[config.mk]
export PLATFORM = sky130hd
export DESIGN_NAME = decimal_pin_entry_top
export DESIGN_NICKNAME = d
export VERILOG_FILES = /design/src/hw/rtl/dpe_pkg.sv /design/src/hw/rtl/decimal_pin_entry_top.sv /design/src/hw/rtl/dpe_conv.sv
export SDC_FILE = /design/constraint.sdc
export NUM_CORES = 1
export LEC_CHECK = 0
export ABC_AREA = 1
export BUFFER_PORTS_ARGS = -buffer_cell sky130_fd_sc_hd__buf_2
export CORE_MARGIN = 10
export CORE_UTILIZATION = 45
export CTS_CLUSTER_DIAMETER = 30
export CTS_CLUSTER_SIZE = 12
export DETAILED_ROUTE_END_ITERATION = 8
export HOLD_SLACK_MARGIN = 0.05
export SYNTH_ARGS = -nofsm -noshare
export SYNTH_HDL_FRONTEND = slang
export SYNTH_SLANG_ARGS = --single-unit
[constraint.sdc]
create_clock -name clk -period 3.18 [get_ports clk]
set_input_delay 0.636 -clock clk [delete_from_list [all_inputs] [get_ports clk]]
set_output_delay 0.636 -clock clk [all_outputs]
set_load 0.01 [all_outputs]
[src/hw/rtl/dpe_pkg.sv]
// Shared types and constants for the decimal PIN entry block.
`timescale 1ns / 1ps

package dpe_pkg;

	// Width of one stored decimal digit and of the converted value.
	localparam int DIGIT_W = 4;
	localparam int VALUE_W = 64;

	// Keystroke codes of interest.
	localparam logic [7:0] KEY_BS   = 8'h08;
	localparam logic [7:0] KEY_LF   = 8'h0A;
	localparam logic [7:0] KEY_CR   = 8'h0D;
	localparam logic [7:0] KEY_ZERO = 8'h30;
	localparam logic [7:0] KEY_NINE = 8'h39;
	localparam logic [7:0] KEY_DEL  = 8'h7F;

	// Echo action codes.
	localparam logic [1:0] ECHO_NONE  = 2'd0;
	localparam logic [1:0] ECHO_MASK  = 2'd1;
	localparam logic [1:0] ECHO_ERASE = 2'd2;

	// Control of the multiply-by-ten accumulator.
	typedef struct packed {
		logic clear;
		logic step;
		logic first;
	} dpe_conv_ctl_t;

endpackage

[src/hw/rtl/decimal_pin_entry_top.sv]
// Top level of the decimal PIN entry block: key decode, digit store and sequencer.
`timescale 1ns / 1ps

// Each input beat is one keystroke or an end-of-input mark, and each gives exactly one
// result beat. Digits, backspace, DEL and ignored bytes go straight to the result register.
// A newline, carriage return or end of input with stored digits and no over-limit digits
// passes the prime, convert and done states: the multiply-by-ten adder folds in one digit
// per cycle, fed from the registered read port of the digit store. An empty entry, or one
// with over-limit digits left, skips the conversion. Input is not taken while a conversion
// runs or while the result register holds a beat that the output side has not taken. The
// digit store needs no clearing pass after reset. echo_enable resets to 1; the user must
// write it via cfg_we and cfg_wdata only while the block is idle; the block does not enforce it.
module decimal_pin_entry_top
	import dpe_pkg::*;
#(
	parameter int MAX_DIGITS          = 20,
	parameter int OVERFLOW_COUNT_BITS = 16
) (
	input  logic               clk,
	input  logic               arst_n,
	input  logic               cfg_we,
	input  logic               cfg_wdata,
	input  logic               in_valid,
	output logic               in_ready,
	input  logic [7:0]         key_byte,
	input  logic               end_of_input,
	output logic               out_valid,
	input  logic               out_ready,
	output logic [1:0]         echo_action,
	output logic               entry_done,
	output logic               pin_valid,
	output logic [VALUE_W-1:0] pin_value
);

	localparam int CNT_W = $clog2(MAX_DIGITS + 1);
	localparam int IDX_W = (MAX_DIGITS > 1) ? $clog2(MAX_DIGITS) : 1;
	localparam int OVF_W = OVERFLOW_COUNT_BITS;
	localparam logic [CNT_W-1:0] CNT_MAX = CNT_W'(MAX_DIGITS);

	// Sequencer states.
	localparam logic [1:0] S_IDLE  = 2'd0;
	localparam logic [1:0] S_PRIME = 2'd1;
	localparam logic [1:0] S_CONV  = 2'd2;
	localparam logic [1:0] S_DONE  = 2'd3;

	logic [1:0]         state_q;
	logic               echo_en_q;
	logic [CNT_W-1:0]   cnt_q;
	logic [OVF_W-1:0]   ovf_q;
	logic [CNT_W-1:0]   len_q;
	logic [CNT_W-1:0]   rd_idx_q;
	logic [CNT_W-1:0]   num_q;
	logic [DIGIT_W-1:0] mem [MAX_DIGITS];
	logic [DIGIT_W-1:0] rd_q;
	logic [IDX_W-1:0]   rd_addr;

	logic               out_v_q;
	logic [1:0]         echo_q;
	logic               done_q;
	logic               pvalid_q;
	logic [VALUE_W-1:0] value_q;

	logic               accept;
	logic               out_free;
	logic               is_term;
	logic               is_digit;
	logic               is_bs;
	logic               start_conv;
	logic [7:0]         key_off;
	logic [DIGIT_W-1:0] key_digit;
	dpe_conv_ctl_t      conv_ctl;
	logic [VALUE_W-1:0] conv_acc;
	logic               conv_bad;

	// Keystroke decode.
	always_comb begin
		is_term  = end_of_input || key_byte == KEY_LF || key_byte == KEY_CR;
		is_digit = !is_term && (key_byte inside {[KEY_ZERO:KEY_NINE]});
		is_bs    = !is_term && (key_byte inside {KEY_BS, KEY_DEL});
		key_off  = key_byte - KEY_ZERO;
		key_digit = key_off[DIGIT_W-1:0];
	end

	assign out_free   = !out_v_q || out_ready;
	assign in_ready   = (state_q == S_IDLE) && out_free;
	assign accept     = in_valid && in_ready;
	assign start_conv = accept && is_term && cnt_q != '0 && ovf_q == '0;

	// Configuration register.
	always_ff @(posedge clk or negedge arst_n) begin
		if (!arst_n) begin
			echo_en_q <= 1'b1;
		end else if (cfg_we) begin
			echo_en_q <= cfg_wdata;
		end
	end

	// Digit count and saturating over-limit count.
	always_ff @(posedge clk or negedge arst_n) begin
		if (!arst_n) begin
			cnt_q <= '0;
			ovf_q <= '0;
		end else if (accept) begin
			if (is_term) begin
				cnt_q <= '0;
				ovf_q <= '0;
			end else if (is_digit) begin
				if (cnt_q >= CNT_MAX) begin
					if (ovf_q != '1) begin
						ovf_q <= ovf_q + 1'b1;
					end
				end else begin
					cnt_q <= cnt_q + 1'b1;
				end
			end else if (is_bs) begin
				if (ovf_q != '0) begin
					ovf_q <= ovf_q - 1'b1;
				end else if (cnt_q != '0) begin
					cnt_q <= cnt_q - 1'b1;
				end
			end
		end
	end

	// Digit store write port.
	always_ff @(posedge clk) begin
		if (accept && is_digit && cnt_q < CNT_MAX) begin
			mem[cnt_q[IDX_W-1:0]] <= key_digit;
		end
	end

	// Digit store registered read port, held in range past the last digit.
	assign rd_addr = (rd_idx_q < CNT_MAX) ? rd_idx_q[IDX_W-1:0] : '0;

	always_ff @(posedge clk) begin
		rd_q <= mem[rd_addr];
	end

	// Sequencer for the conversion walk.
	always_ff @(posedge clk or negedge arst_n) begin
		if (!arst_n) begin
			state_q  <= S_IDLE;
			len_q    <= '0;
			rd_idx_q <= '0;
			num_q    <= '0;
		end else begin
			case (state_q)
				S_IDLE: begin
					if (start_conv) begin
						len_q    <= cnt_q;
						rd_idx_q <= '0;
						state_q  <= S_PRIME;
					end
				end
				S_PRIME: begin
					rd_idx_q <= rd_idx_q + 1'b1;
					num_q    <= '0;
					state_q  <= S_CONV;
				end
				S_CONV: begin
					if (rd_idx_q < len_q) begin
						rd_idx_q <= rd_idx_q + 1'b1;
					end
					num_q <= num_q + 1'b1;
					if (num_q == len_q - 1'b1) begin
						state_q <= S_DONE;
					end
				end
				S_DONE: begin
					if (out_free) begin
						state_q <= S_IDLE;
					end
				end
				default: begin
					state_q <= S_IDLE;
				end
			endcase
		end
	end

	// Accumulator control.
	always_comb begin
		conv_ctl.clear = start_conv;
		conv_ctl.step  = (state_q == S_CONV);
		conv_ctl.first = (num_q == '0);
	end

	dpe_conv u_conv (
		.clk    (clk),
		.arst_n (arst_n),
		.ctl    (conv_ctl),
		.digit  (rd_q),
		.acc    (conv_acc),
		.bad    (conv_bad)
	);

	// Result register valid flag.
	always_ff @(posedge clk or negedge arst_n) begin
		if (!arst_n) begin
			out_v_q <= 1'b0;
		end else if ((accept && !start_conv) || (state_q == S_DONE && out_free)) begin
			out_v_q <= 1'b1;
		end else if (out_ready) begin
			out_v_q <= 1'b0;
		end
	end

	// Result register payload.
	always_ff @(posedge clk) begin
		if (state_q == S_DONE && out_free) begin
			echo_q   <= ECHO_NONE;
			done_q   <= 1'b1;
			pvalid_q <= !conv_bad;
			value_q  <= conv_bad ? '0 : conv_acc;
		end else if (accept && !start_conv) begin
			echo_q   <= ECHO_NONE;
			done_q   <= is_term;
			pvalid_q <= 1'b0;
			value_q  <= '0;
			if (is_digit && cnt_q < CNT_MAX && echo_en_q) begin
				echo_q <= ECHO_MASK;
			end else if (is_bs && ovf_q == '0 && cnt_q != '0 && echo_en_q) begin
				echo_q <= ECHO_ERASE;
			end
		end
	end

	assign out_valid   = out_v_q;
	assign echo_action = echo_q;
	assign entry_done  = done_q;
	assign pin_valid   = pvalid_q;
	assign pin_value   = value_q;

	// A valid PIN only comes with the beat that ends the entry.
	a_valid_done: assert property (@(posedge clk) disable iff (!arst_n)
		out_valid && pin_valid |-> entry_done)
		else $error("pin_valid without entry_done");

	// The beat that ends an entry carries no echo.
	a_done_no_echo: assert property (@(posedge clk) disable iff (!arst_n)
		out_valid && entry_done |-> echo_action == ECHO_NONE)
		else $error("echo on terminating beat");

	// An invalid entry reports a zero value.
	a_invalid_zero: assert property (@(posedge clk) disable iff (!arst_n)
		out_valid && !pin_valid |-> pin_value == '0)
		else $error("nonzero value on invalid entry");

	// No input is taken while a conversion is under way.
	a_busy_stall: assert property (@(posedge clk) disable iff (!arst_n)
		state_q != S_IDLE |-> !in_ready)
		else $error("input ready during conversion");

	// Starting a conversion clears the counts for the next entry.
	a_clear_on_start: assert property (@(posedge clk) disable iff (!arst_n)
		start_conv |=> cnt_q == '0 && ovf_q == '0 && state_q == S_PRIME)
		else $error("counts not cleared at conversion start");

endmodule

[src/hw/rtl/dpe_conv.sv]
// Multiply-by-ten accumulator that folds in one decimal digit per cycle while step is set.
`timescale 1ns / 1ps

module dpe_conv
	import dpe_pkg::*;
(
	input  logic                clk,
	input  logic                arst_n,
	input  dpe_conv_ctl_t       ctl,
	input  logic [DIGIT_W-1:0]  digit,
	output logic [VALUE_W-1:0]  acc,
	output logic                bad
);

	localparam int SUM_W = VALUE_W + 4;

	logic [VALUE_W-1:0] acc_q;
	logic               bad_q;
	logic [SUM_W-1:0]   acc_ext;
	logic [SUM_W-1:0]   sum;

	// acc * 10 + digit as two shifted copies and the digit, four bits of headroom.
	always_comb begin
		acc_ext = {4'b0, acc_q};
		sum = (acc_ext << 3) + (acc_ext << 1) + {{(SUM_W - DIGIT_W){1'b0}}, digit};
	end

	// A leading zero or a carry out of 64 bits marks the entry bad until the next clear.
	always_ff @(posedge clk or negedge arst_n) begin
		if (!arst_n) begin
			bad_q <= 1'b0;
		end else if (ctl.clear) begin
			bad_q <= 1'b0;
		end else if (ctl.step) begin
			if ((ctl.first && digit == '0) || sum[SUM_W-1:VALUE_W] != '0) begin
				bad_q <= 1'b1;
			end
		end
	end

	// The accumulator itself is payload and needs no reset.
	always_ff @(posedge clk) begin
		if (ctl.clear) begin
			acc_q <= '0;
		end else if (ctl.step) begin
			acc_q <= sum[VALUE_W-1:0];
		end
	end

	assign acc = acc_q;
	assign bad = bad_q;

endmodule

# == Yosys cells after proc, flatten, opt, wreduce, memory -nomap -nowiden ==
# Memories as Yosys holds them, arrays and structs flattened. A register that Yosys moved wholly into a read port is not among the register bits.
# Cells that the tools add are included.
# Widths: inputs -> output; s select.
# op_classes
reduce_logical,50
n_mux,35
order_cmp,6
eq_ne,17
n_addsub,10
# op_table
operator,count
$mux 64,3
$mux 16,6
$add 67x65->68,1
$add 68x4->68,1
$mux 5,9
$eq 8x4->1 const B,3
$logic_and 1x1->1,18
$add 16x1->16 const B,1
$logic_not 16->1,1
$ne 16x16->1 const B,1
$reduce_bool 16->1,1
$sub 16x1->16 const B,1
$add 5x1->5 const B,3
$pmux 5 s3,1
$reduce_bool 2->1,6
$reduce_bool 3->1,4
$lt 5x5->1 const B,2
$mux 2,5
$pmux 5 s2,1
$reduce_and 5->1,2
$sub 5x1->5 const B,2
$mux 1,9
$eq 8x7->1 const B,1
$ge 8x6->1 const B,1
21 further kinds,35
# word_totals
ff_bits,173
ramBits,80
mem_count,1
input_bits,15
elab_cells,133
out_inout_bits,70
# mem_list
memory,words,word_bits,rd,rd_ports_with_merged_regs,wr,line_no,rtl
mem,20,4,1,1,1,decimal_pin_entry_top.sv:53,logic [DIGIT_W-1:0] mem [MAX_DIGITS];

# == Depth between registers and ports, before layout ==
# Gate-level depths: netlist (run 1).
# logic_depth
word_depth,11
ltp_mapped,21
depth_no_buf,21

# == Modules after synthesis ==
# A second synthesis (run 1) with hierarchy kept.
# hier_totals
cells_unflattened,2442
hier_area_um2,17934.7
# modules_own_cells
module,cells_per_inst,instances,seq_area_each_um2,area_each_um2
decimal_pin_entry_top,1026,1,5496.5,9593.0
dpe_conv,1416,1,1306.3,8341.8

# == Worst setup path before layout (run 1) ==
# Ideal clock, no wire load.
# synth_path
kind,input -> register
startpoint,in key_byte[7]
endpoint,"reg pvalid_q, in the netlist pin_valid, enable pin"
t_required_ps,2480
slack_ps,-375
setup_time_ps,700
t_arrival_ps,2855
path_buffers,1
path_stages,10
cell_sequence,or2_1 nor3_2 nand3b_1 nand2_2 nand3_2 inv_2 buf_4 nor2_1 inv_2 nand2_1
# synth_between
elab_chain_len,9
elab_cells_between_ends,10
cone_classes,2 x eq/ne; 8 x reduce/logical
# synth_rtl
item,line_no,rtl
"start, declared",decimal_pin_entry_top.sv:25,"input logic [7:0] key_byte,"
$eq 8x4->1,decimal_pin_entry_top.sv:77,is_term = end_of_input || key_byte == KEY_LF || key_byte == KEY_CR;
$logic_or 1x1->1,decimal_pin_entry_top.sv:77,
$logic_or 1x1->1 (*),decimal_pin_entry_top.sv:77,
$logic_and 1x1->1 (*) (3 in a row),decimal_pin_entry_top.sv:87,assign start_conv = accept && is_term && cnt_q != '0 && ovf_q == '0;
$logic_not 1->1 (*),decimal_pin_entry_top.sv:215,end else if (accept && !start_conv) begin
$logic_and 1x1->1 (*),decimal_pin_entry_top.sv:215,
$reduce_bool 2->1 (no source line) (*),-,
"end signal, assigned",decimal_pin_entry_top.sv:213,pvalid_q <= !conv_bad;
"end, declared",decimal_pin_entry_top.sv:60,logic pvalid_q;
# Every way passes the cells marked *; elsewhere a longest branch is shown, timed or not.
# A chain may end at the register's enable or synchronous reset.

# == Worst setup path in the final report (run 1) ==
# layout_path
startpoint,"reg u_conv.acc_q[0], in the netlist u_conv.acc[0]"
endpoint,"reg u_conv.acc_q[56], in the netlist u_conv.acc[56]"
# layout_between
elab_chain_len,2
# layout_rtl
item,line_no,rtl
"start, declared",dpe_conv.sv:17,logic [VALUE_W-1:0] acc_q;
"start signal, assigned",dpe_conv.sv:46,acc_q <= sum[VALUE_W-1:0];
$add 67x65->68,dpe_conv.sv:25,"sum = (acc_ext << 3) + (acc_ext << 1) + {{(SUM_W - DIGIT_W){1'b0}}, digit};"
$add 68x4->68,dpe_conv.sv:25,
# Every way passes these cells.

==> impl_metrics.py, run 1 <==
metrics = {
    "grt": {
        "grt_pass1_vias": 14400,
        "grt-ovfl-total": 0,
        "antenna_found_initial": 0,
        "grt_pass1_wl_mm": 73.2,
        "grt_max_degree": 66,
        "gr-usage-all-layers_pct": 19.4,
    },
    "sta": {
        "worst_slack_ns": 0.179,
        "worst_pin_slew_ns": 1.01,
        "fmax_mhz": 333,
        "period_share_pct": 94.4,
        "hold_violations": 0,
        "setup_viol": 0,
        "fin_skew_ns": 0.0700,
        "period_needed_ns": 3.00,
        "maxSlewViolCount": 0,
        "maxSlewHeadroom_pct": 32.8,
    },
    "cells_and_area": {
        "drive_gt1_share_pct": 12.3,
        "fin_nets": 2528,
        "syn_to_final_growth_pct": 19.6,
        "layout_common_cells": "446 x nand2_1, 350 x inv_1, 329 x nor2_1",
        "antennaDiodeCount": 0,
        "final_common_cell": "nand2_1",
    },
    "critical_path": {
        "crit_fanout": 3,
        "cp_slowest_stage_delay_ns": 0.51,
        "cp_slowest_cell": "fa_1",
        "path_delay_family": "simple AND/OR/NAND/NOR gates",
        "r2r-start": "u_conv.acc[0]",
        "cpMostUsedCell": "nand2_1",
        "crit_type": "reg -> reg",
        "reg2reg_slack_ns": 0.18,
        "cp_data_required_time_ns": 3.73,
        "worst-path-buf-inv": 3,
        "reg2regPathDepth": 18,
        "startpoint_type": "flop",
        "critical_path.cell_chain": "inv_1 -> fa_1 -> fa_1 -> inv_1 -> nand4_1 -> nand2_1 -> nand2_1 -> nand2_1 -> nand2_1 -> nand2_1 -> nand2_1 -> nand2_1 -> a21oi_1 -> nor2_1 -> nor2_1 -> nand2_1 -> nand2_1 -> inv_1",
        "worst_setup_path_end_kind": "flop",
        "cp.arrival_ns": 3.55,
        "r2r-end": "u_conv.acc[56]",
    },
    "placed_design": {
        "globalplace.congestion": 0.958,
        "pre_cts_slack_ns": -0.0660,
        "portBuffers": 84,
        "dp_hpwl_mm": 34.8,
    },
    "floorplanning": {
        "start_util_pct": 45.3,
        "ioPinCount": 85,
        "die_h_microns": 214,
        "die-width_microns": 214,
        "core_area_sq_um": 37500,
        "die_area_sq_um": 46000,
        "rows": 71,
    },
    "cts": {
        "root_buffer": "clkbuf_16",
        "cts_tree": "built",
        "cts_buffer_depth": 3,
        "cts.hold.buffers_added": 0,
        "htreeDepth": 2,
        "numClockSinks": 257,
        "cts_buffers": 55,
        "clk_pin_slew_ns": 0.05,
        "clkLatencyLatePin_ns": 0.64,
    },
    "synthesis": {
        "synth.mux.area_fraction_pct": 0.0662,
        "synth_area_per_cell_sq_um": 7.70,
        "netlist-cell-type-count": 53,
        "synthSimpleGateAreaFrac_pct": 22.5,
        "syn_inst": 2207,
        "syn_area_sq_um": 17000,
        "synth_ff_type": "edfxtp_1",
        "async_flop_share_pct": 16.0,
        "synth_top_family_by_area": "simple AND/OR/NAND/NOR gates",
        "yosysSeqAreaShare_pct": 40.0,
        "synth_edf_count": 145,
        "synthXorXnorAreaFrac_pct": 3.50,
        "synth_compound_area_share_pct": 13.0,
        "ys.warnings.count": 0,
        "syn_nets": 2381,
        "synth_fa_ha_area_share_pct": 11.9,
        "ys_ff_latch": 257,
    },
    "route": {
        "postRouteWirelength_mm": 45.4,
        "wl_per_cell_microns": 15.6,
        "vias": 14500,
        "final_antenna_net_count": 0,
        "avgViaCountPerCell": 4.99,
        "firstDrtPassIters": 4,
        "drtIter0Drc": 915,
        "drcViolationCount": 0,
    },
    "min_path": {
        "hold_class": "in -> async",
    },
    "flow_run": {
        "maxCapViolations": 0,
    },
    "status": {
        "status": "complete, no violations",
    },
}
[worst max-delay path by stage]
| stage | startpoint | end | cells past startpoint |
|---|---|---|---|
| finish | u_conv.acc[0] | u_conv.acc[56] | 18 |
| detailed placement | key_byte[7] | ovf_q[12] | 17 |
| floorplan | key_byte[7] | ovf_q[12] | 16 |
| global route | rd_q[3] | u_conv.bad | 19 |
| CTS | u_conv.acc[0] | u_conv.acc[57] | 19 |
| global placement | key_byte[7] | ovf_q[12] | 17 |
[synthesized netlist by cell type (7+ instances only)]
cell type	n	area share, %
nand2_1	457	10
inv_1	350	7.7
nor2_1	329	7.3
a21oi_1	176	5.2
ha_1	155	11
edfxtp_1	145	26
o21ai_0	99	2.9
dfxtp_1	71	8.4
nand3_1	66	1.9
xor2_1	47	2.4
dfrtp_1	40	5.9
o21bai_1	25	1.1
clkbuf_1	24	0.53
nor3_1	23	0.68
xnor2_1	21	1.1
o211ai_1	19	0.84
or2_2	18	0.66
nand4_1	13	0.48
o21ai_2	11	0.57
buf_2	10	0.29
o22ai_1	10	0.37
a21o_1	9	0.40
a31oi_1	9	0.33
o31ai_1	7	0.31
[kinds of logic after synthesis]
logic type,count (synthesis)
simple gates,937
buf+inv,398
compound gates,387
flops,257
fa+ha+maj,159
xor+xnor,68
mux,1
[timing repair]
action,CTS,global route
setup endpoints to repair,0,19
setup buffers,0,1
gates resized for setup,0,22
[metrics by stage]
stage	cell area [sq um]	setup TNS [ns]	hold slack (ns)	cells	util, %
final	20300	0	0.180	2912	54.2
after global routing	20300	-0.00909	0.241	2912	54.2
after CTS	20200	0	0.189	2911	54.0
after detailed placement	18300	-0.0958	0.469	2807	48.7
after global placement	18300	-0.0227	0.475	2807	48.7
after floorplan	17000	0	0.340	2207	-
[metal layers]
metal	track usage [%]	up-vias	part of all wire (%)
met2	32.5	242	47
met3	3.43	75	4.6
li1	-	7536	-
met1	24.6	6681	46
met5	0	-	0
met4	7.23	0	2.7
[cell type report]
class	instances	area, sq um
Sequential cell	257	6800
Multi-Input combinational cell	1552	8750
Fill cell	3612	17200
Timing Repair Buffer	132	818
Inverter	356	1340
Tap cell	511	639
Clock buffer	60	1410
Clock inverter	44	578
[flip-flops by register name, indices dropped and copies added (netlist names)]
register	flops
rd_q	4
ovf_q	16
rd_idx_q	5
echo_action	2
state_q	2
echo_en_q	1
u_conv.acc	64
len_q	5
pin_value	64
pin_valid	1
u_conv.bad	1
mem	80
num_q	5
cnt_q	5
entry_done	1
out_valid	1
[worst reg2reg max path, cell delays in order, from the launching register on]
cell     delay [ns]
dfxtp_1        0.33
inv_1          0.08
fa_1           0.51
fa_1           0.43
inv_1          0.09
nand4_1        0.09
nand2_1        0.16
nand2_1        0.07
nand2_1        0.16
nand2_1        0.08
nand2_1        0.11
nand2_1        0.07
nand2_1        0.20
a21oi_1        0.19
nor2_1         0.13
nor2_1         0.05
nand2_1        0.08
nand2_1        0.04
inv_1          0.04
Power of run 1 is not shown: default switching activity piles up to over one toggle a cycle in this logic, so the estimate is an artifact.
==> run 2: changes to the inputs <==
--- a/config.mk
+++ b/config.mk
@@ -7,6 +7,7 @@
 export LEC_CHECK = 0
 export ABC_AREA = 1
 export BUFFER_PORTS_ARGS = -buffer_cell sky130_fd_sc_hd__buf_2
+export CORE_ASPECT_RATIO = 2
 export CORE_MARGIN = 10
 export CORE_UTILIZATION = 45
 export CTS_CLUSTER_DIAMETER = 30
==> run 2 against run 1 <==
Fmax is 1.3% lower. Setup slack lost 0.040 ns. Register-to-register slack lost 0.04 ns. Critical path depth decreased by 1.
==> impl_metrics.py, run 2 (same netlist as run 1, synthesis figures left out) <==
metrics = {
    "placed_design": {
        "dp_cells": 2760,
        "portBuffers": 84,
        "dp_hpwl_mm": 41.6,
        "globalplace.congestion": 0.987,
    },
    "min_path": {
        "hold_class": "in -> async",
    },
    "cts": {
        "clkLatencyLatePin_ns": 0.55,
        "cts_tree": "built",
        "htreeDepth": 2,
        "numClockSinks": 257,
        "clk_pin_slew_ns": 0.05,
        "cts_buffers": 41,
        "root_buffer": "clkbuf_16",
        "cts.hold.buffers_added": 0,
        "cts_buffer_depth": 3,
    },
    "critical_path": {
        "endpoint": "u_conv.acc[51]",
        "path_delay_family": "simple AND/OR/NAND/NOR gates",
        "critical_path.cell_chain": "inv_1 -> fa_1 -> inv_1 -> ha_1 -> nand2_1 -> nor2_1 -> nand3_1 -> nand3_1 -> nand2_1 -> nand2_1 -> nand2_1 -> nand2_1 -> nand2_1 -> nand3_1 -> xor2_1 -> o21ai_0 -> inv_1",
        "r2r-start": "u_conv.acc[0]",
        "startpoint_type": "flop",
        "cp_num_cells": 17,
        "r2r-end": "u_conv.acc[51]",
        "cp_data_required_time_ns": 3.62,
        "cp_slowest_cell": "fa_1",
        "reg2regPathDepth": 17,
        "cp_slowest_stage_delay_ns": 0.57,
        "crit_start": "u_conv.acc[0]",
        "cp.arrival_ns": 3.48,
        "reg2reg_slack_ns": 0.14,
        "cpMostUsedCell": "nand2_1",
        "worst_setup_path_end_kind": "flop",
        "worst-path-buf-inv": 3,
        "crit_fanout": 3,
        "crit_type": "reg -> reg",
    },
    "route": {
        "drtIter0Drc": 625,
        "vias": 14700,
        "avgViaCountPerCell": 5.18,
        "firstDrtPassIters": 4,
        "wl_per_cell_microns": 18.1,
        "final_antenna_net_count": 0,
        "drcViolationCount": 0,
        "postRouteWirelength_mm": 51.3,
    },
    "grt": {
        "gr-usage-all-layers_pct": 22.1,
        "antenna_found_initial": 0,
        "grt_max_degree": 66,
        "grt_pass1_vias": 15400,
        "grt_pass1_wl_mm": 79.3,
        "grt-ovfl-total": 0,
    },
    "sta": {
        "maxSlewViolCount": 0,
        "worst_pin_slew_ns": 1.03,
        "rsz0062_at_grt": "false",
        "hold_violations": 0,
        "period_needed_ns": 3.04,
        "fin_skew_ns": 0.0266,
        "fmax_mhz": 329,
        "period_share_pct": 95.6,
        "setup_viol": 0,
        "maxSlewHeadroom_pct": 31.1,
    },
    "cells_and_area": {
        "fin_cells": 2837,
        "fin_nets": 2523,
        "drive_gt1_share_pct": 11.9,
        "syn_to_final_growth_pct": 16.2,
        "largest_register_ffs": 80,
        "final_common_cell": "nand2_1",
        "antennaDiodeCount": 0,
        "final_core_util_pct": 53.0,
        "layout_common_cells": "444 x nand2_1, 350 x inv_1, 329 x nor2_1",
    },
    "flow_run": {
        "maxCapViolations": 0,
    },
    "floorplanning": {
        "die-width_microns": 157,
        "ioPinCount": 85,
        "die_area_sq_um": 46400,
        "die_h_microns": 295,
        "core_area_sq_um": 37300,
        "start_util_pct": 45.6,
        "rows": 100,
    },
    "status": {
        "status": "complete, no violations",
    },
}
-- run 2: cell types whose count changed in the layout (fill, tap and decap cells not counted), moves of 2 or more --
cell	change
clkinvlp_4	-3
buf_4	+8
a21oi_1	-2
bufinv_16	-5
clkinv_4	+2
a21oi_2	+2
clkbuf_16	-12
clkinv_2	-5
nand2_2	+3
clkinv_16	-3
nand2_1	-2
clkinv_1	-6
inv_6	-2
-- run 2: final cells by class --
type	instances	area, sq um
flip-flops and latches	257	6800
clock buffers	48	1090
inverters	356	1340
fillers	3696	17500
well taps	459	574
clock inverters	24	295
multi-input cells	1552	8750
repair buffers	141	898
-- run 2: how the worst min path moves through the flow --
stage                     from          end  slack (ns)  depth (start not counted)
floorplan               arst_n     cnt_q[0]        0.34                          0
global placement    entry_done   entry_done        0.45                          2
detailed placement  entry_done   entry_done        0.46                          2
CTS                     arst_n   u_conv.bad        0.31                          1
global route            arst_n   u_conv.bad        0.34                          1
finish                  arst_n  rd_idx_q[2]        0.28                          1
-- run 2: stage by stage --
step                setup TNS [ns]  cell area [sq um]  hold WS [ns]  worst slack (ns)
floorplan                        0              17000         0.340            0.0938
global placement            -0.281              18200         0.455            -0.134
detailed placement          -0.433              18200         0.461            -0.181
CTS                              0              19700         0.307            0.0178
global route                     0              19700         0.340           0.00159
finish                           0              19700         0.276             0.139
-- run 2: repair_timing --
action	4_1_cts	5_1_grt
setup buffers	0	5
gates resized for setup	5	19
endpoints found under the setup margin	4	21
pin swaps	0	4
-- run 2: worst reg2reg max path, stage by stage, from the launching register on --
cell     delay (ns)
dfxtp_1        0.33
inv_1          0.09
fa_1           0.57
inv_1          0.06
ha_1           0.30
nand2_1        0.07
nor2_1         0.05
nand3_1        0.08
nand3_1        0.15
nand2_1        0.14
nand2_1        0.14
nand2_1        0.09
nand2_1        0.22
nand2_1        0.18
nand3_1        0.13
xor2_1         0.17
o21ai_0        0.14
inv_1          0.05
-- run 2: per-layer routing --
| metal | up-vias | part of all wire, % | track usage, % |
|---|---|---|---|
| met4 | 0 | 7.6 | 15.1 |
| met3 | 165 | 2.3 | 2.34 |
| met2 | 270 | 59 | 46.4 |
| met5 | - | 0 | 0 |
| li1 | 7508 | - | - |
| met1 | 6760 | 31 | 17.8 |
Power of run 2 is left out for the same reason.
==> run 3: changes to the inputs <==
--- a/config.mk
+++ b/config.mk
@@ -9,7 +9,8 @@
 export BUFFER_PORTS_ARGS = -buffer_cell sky130_fd_sc_hd__buf_2
 export CORE_ASPECT_RATIO = 2
 export CORE_MARGIN = 10
-export CORE_UTILIZATION = 45
+export CORE_UTILIZATION = 32
+export CTS_BUF_LIST = sky130_fd_sc_hd__clkbuf_16
 export CTS_CLUSTER_DIAMETER = 30
 export CTS_CLUSTER_SIZE = 12
 export DETAILED_ROUTE_END_ITERATION = 8
==> run 3 against run 2 <==
Setup slack got worse by 0.031 ns. Hold slack got worse by 0.12 ns. Clock skew fell by 0.0063 ns. Highest routed layer unchanged. Critical endpoint is now u_conv.acc[59].
==> impl_metrics.py, run 3 (same netlist as run 1, synthesis figures left out) <==
metrics = {
    "cells_and_area": {
        "num-fill-cells": 5518,
        "layout_common_cells": "442 x nand2_1, 352 x inv_1, 329 x nor2_1",
        "drive_gt1_share_pct": 12.5,
        "syn_to_final_growth_pct": 18.8,
        "antennaDiodeCount": 0,
        "largest_register_ffs": 80,
        "fin_nets": 2539,
        "final_common_cell": "nand2_1",
        "final_core_util_pct": 38.3,
        "final_area_sq_um": 20200,
    },
    "sta": {
        "period_share_pct": 96.6,
        "fin_skew_ns": 0.0203,
        "hold_ws_ns": 0.156,
        "hold_violations": 0,
        "period_needed_ns": 3.07,
        "rsz0062_at_grt": "true",
        "worst_pin_slew_ns": 0.626,
        "setup_tns_ns": 0,
        "setup_viol": 0,
        "maxSlewViolCount": 0,
        "fmax_mhz": 326,
        "maxSlewHeadroom_pct": 58.2,
    },
    "grt": {
        "grt_pass1_vias": 15600,
        "antenna_found_initial": 0,
        "grt_pass1_wl_mm": 83.6,
        "grt_max_degree": 59,
        "gr-usage-all-layers_pct": 17.0,
        "grt-ovfl-total": 0,
    },
    "critical_path": {
        "worst_setup_path_end_kind": "flop",
        "crit_fanout": 3,
        "crit_type": "reg -> reg",
        "cp_slowest_stage_delay_ns": 0.59,
        "critical_path.cell_chain": "inv_1 -> fa_1 -> inv_1 -> ha_1 -> nand2_1 -> nor2_1 -> nand3_1 -> nand3_2 -> nand2_1 -> nand2_2 -> nand3_1 -> nand2_1 -> nand3_1 -> nand3_1 -> nand3_1 -> nand2_1 -> inv_1",
        "cp_data_required_time_ns": 3.64,
        "cp_slowest_cell": "fa_1",
        "startpoint_type": "flop",
        "cpMostUsedCell": "nand3_1",
        "cp.arrival_ns": 3.53,
    },
    "route": {
        "wl_per_cell_microns": 17.7,
        "drcViolationCount": 0,
        "firstDrtPassIters": 7,
        "vias": 15000,
        "final_antenna_net_count": 0,
        "postRouteWirelength_mm": 54.3,
        "drtIter0Drc": 570,
        "avgViaCountPerCell": 4.90,
    },
    "floorplanning": {
        "core_area_sq_um": 52700,
        "die_area_sq_um": 63300,
        "die_h_microns": 346,
        "die-width_microns": 183,
        "start_util_pct": 32.3,
        "ioPinCount": 85,
        "rows": 119,
    },
    "placed_design": {
        "globalplace.congestion": 1.04,
        "portBuffers": 84,
        "dp_hpwl_mm": 43.6,
        "postPlaceCellArea_sq_um": 18600,
    },
    "cts": {
        "clkLatencyLatePin_ns": 0.57,
        "cts_buffers": 43,
        "cts_buffer_depth": 3,
        "numClockSinks": 257,
        "htreeDepth": 2,
        "root_buffer": "clkbuf_16",
        "clk_pin_slew_ns": 0.05,
        "cts_tree": "built",
    },
    "status": {
        "status": "complete, no violations",
    },
    "min_path": {
        "hold_class": "in -> async",
    },
    "flow_run": {
        "maxCapViolations": 0,
    },
}
-- run 3: worst max-delay path, delay by kind of cell, from the launching register on --
kind                     cells  cell delay, ns
AND/OR/NAND/NOR             12            1.56
buffers and inverters        3            0.16
adder cells (fa/ha/maj)      2            0.89
flip-flops                   1            0.33
-- run 3: stage by stage --
| step | cells | setup slack [ns] |
|---|---|---|
| after floorplan | 2207 | 0.0938 |
| after global placement | 2983 | -0.108 |
| after detailed placement | 2983 | -0.175 |
| after CTS | 3060 | 0.000596 |
| after global routing | 3060 | -0.0403 |
| final | 3060 | 0.108 |
-- run 3: per-layer routing --
metal / GRT usage (%) / vias to the layer above / wire length (microns)
li1: - / 7543 / -
met1: 14.7 / 6944 / 17700
met2: 34.3 / 341 / 30800
met3: 2.10 / 152 / 1770
met4: 11.7 / 0 / 3960
met5: 0 / - / 0
-- run 3: final cells by class --
| class | count | area [sq um] | area share [%] |
|---|---|---|---|
| sequential | 257 | 6800 | 33.7 |
| clock inverter | 31 | 338 | 1.67 |
| tap | 665 | 832 | 4.12 |
| multi-input combinational | 1552 | 8780 | 43.4 |
| inverter | 356 | 1340 | 6.61 |
| clock buffer | 44 | 1100 | 5.45 |
| timing repair buffer | 155 | 1020 | 5.03 |
-- run 3: path summary, 6_finish.rpt --
path / endpoint / slack (ns) / depth (start not counted) / start
min in group clk: echo_en_q / 0.32 / 2 / cfg_wdata
setup / recovery: u_conv.acc[59] / 0.11 / 17 / rd_q[3]
setup reg to reg: u_conv.acc[59] / 0.11 / 17 / rd_q[3]
hold reg to reg: len_q[1] / 0.49 / 2 / len_q[1]
hold / removal: rd_idx_q[0] / 0.16 / 2 / arst_n
max in group asynchronous: ovf_q[5] / 2.56 / 2 / arst_n
-- run 3: timing repair --
action,4_1_cts,5_1_grt
pin swaps,1,1
setup endpoints to repair,9,20
resized for setup,6,21
hold buffers,0,0
setup buffers,2,0
Power of run 3 is left out for the same reason.
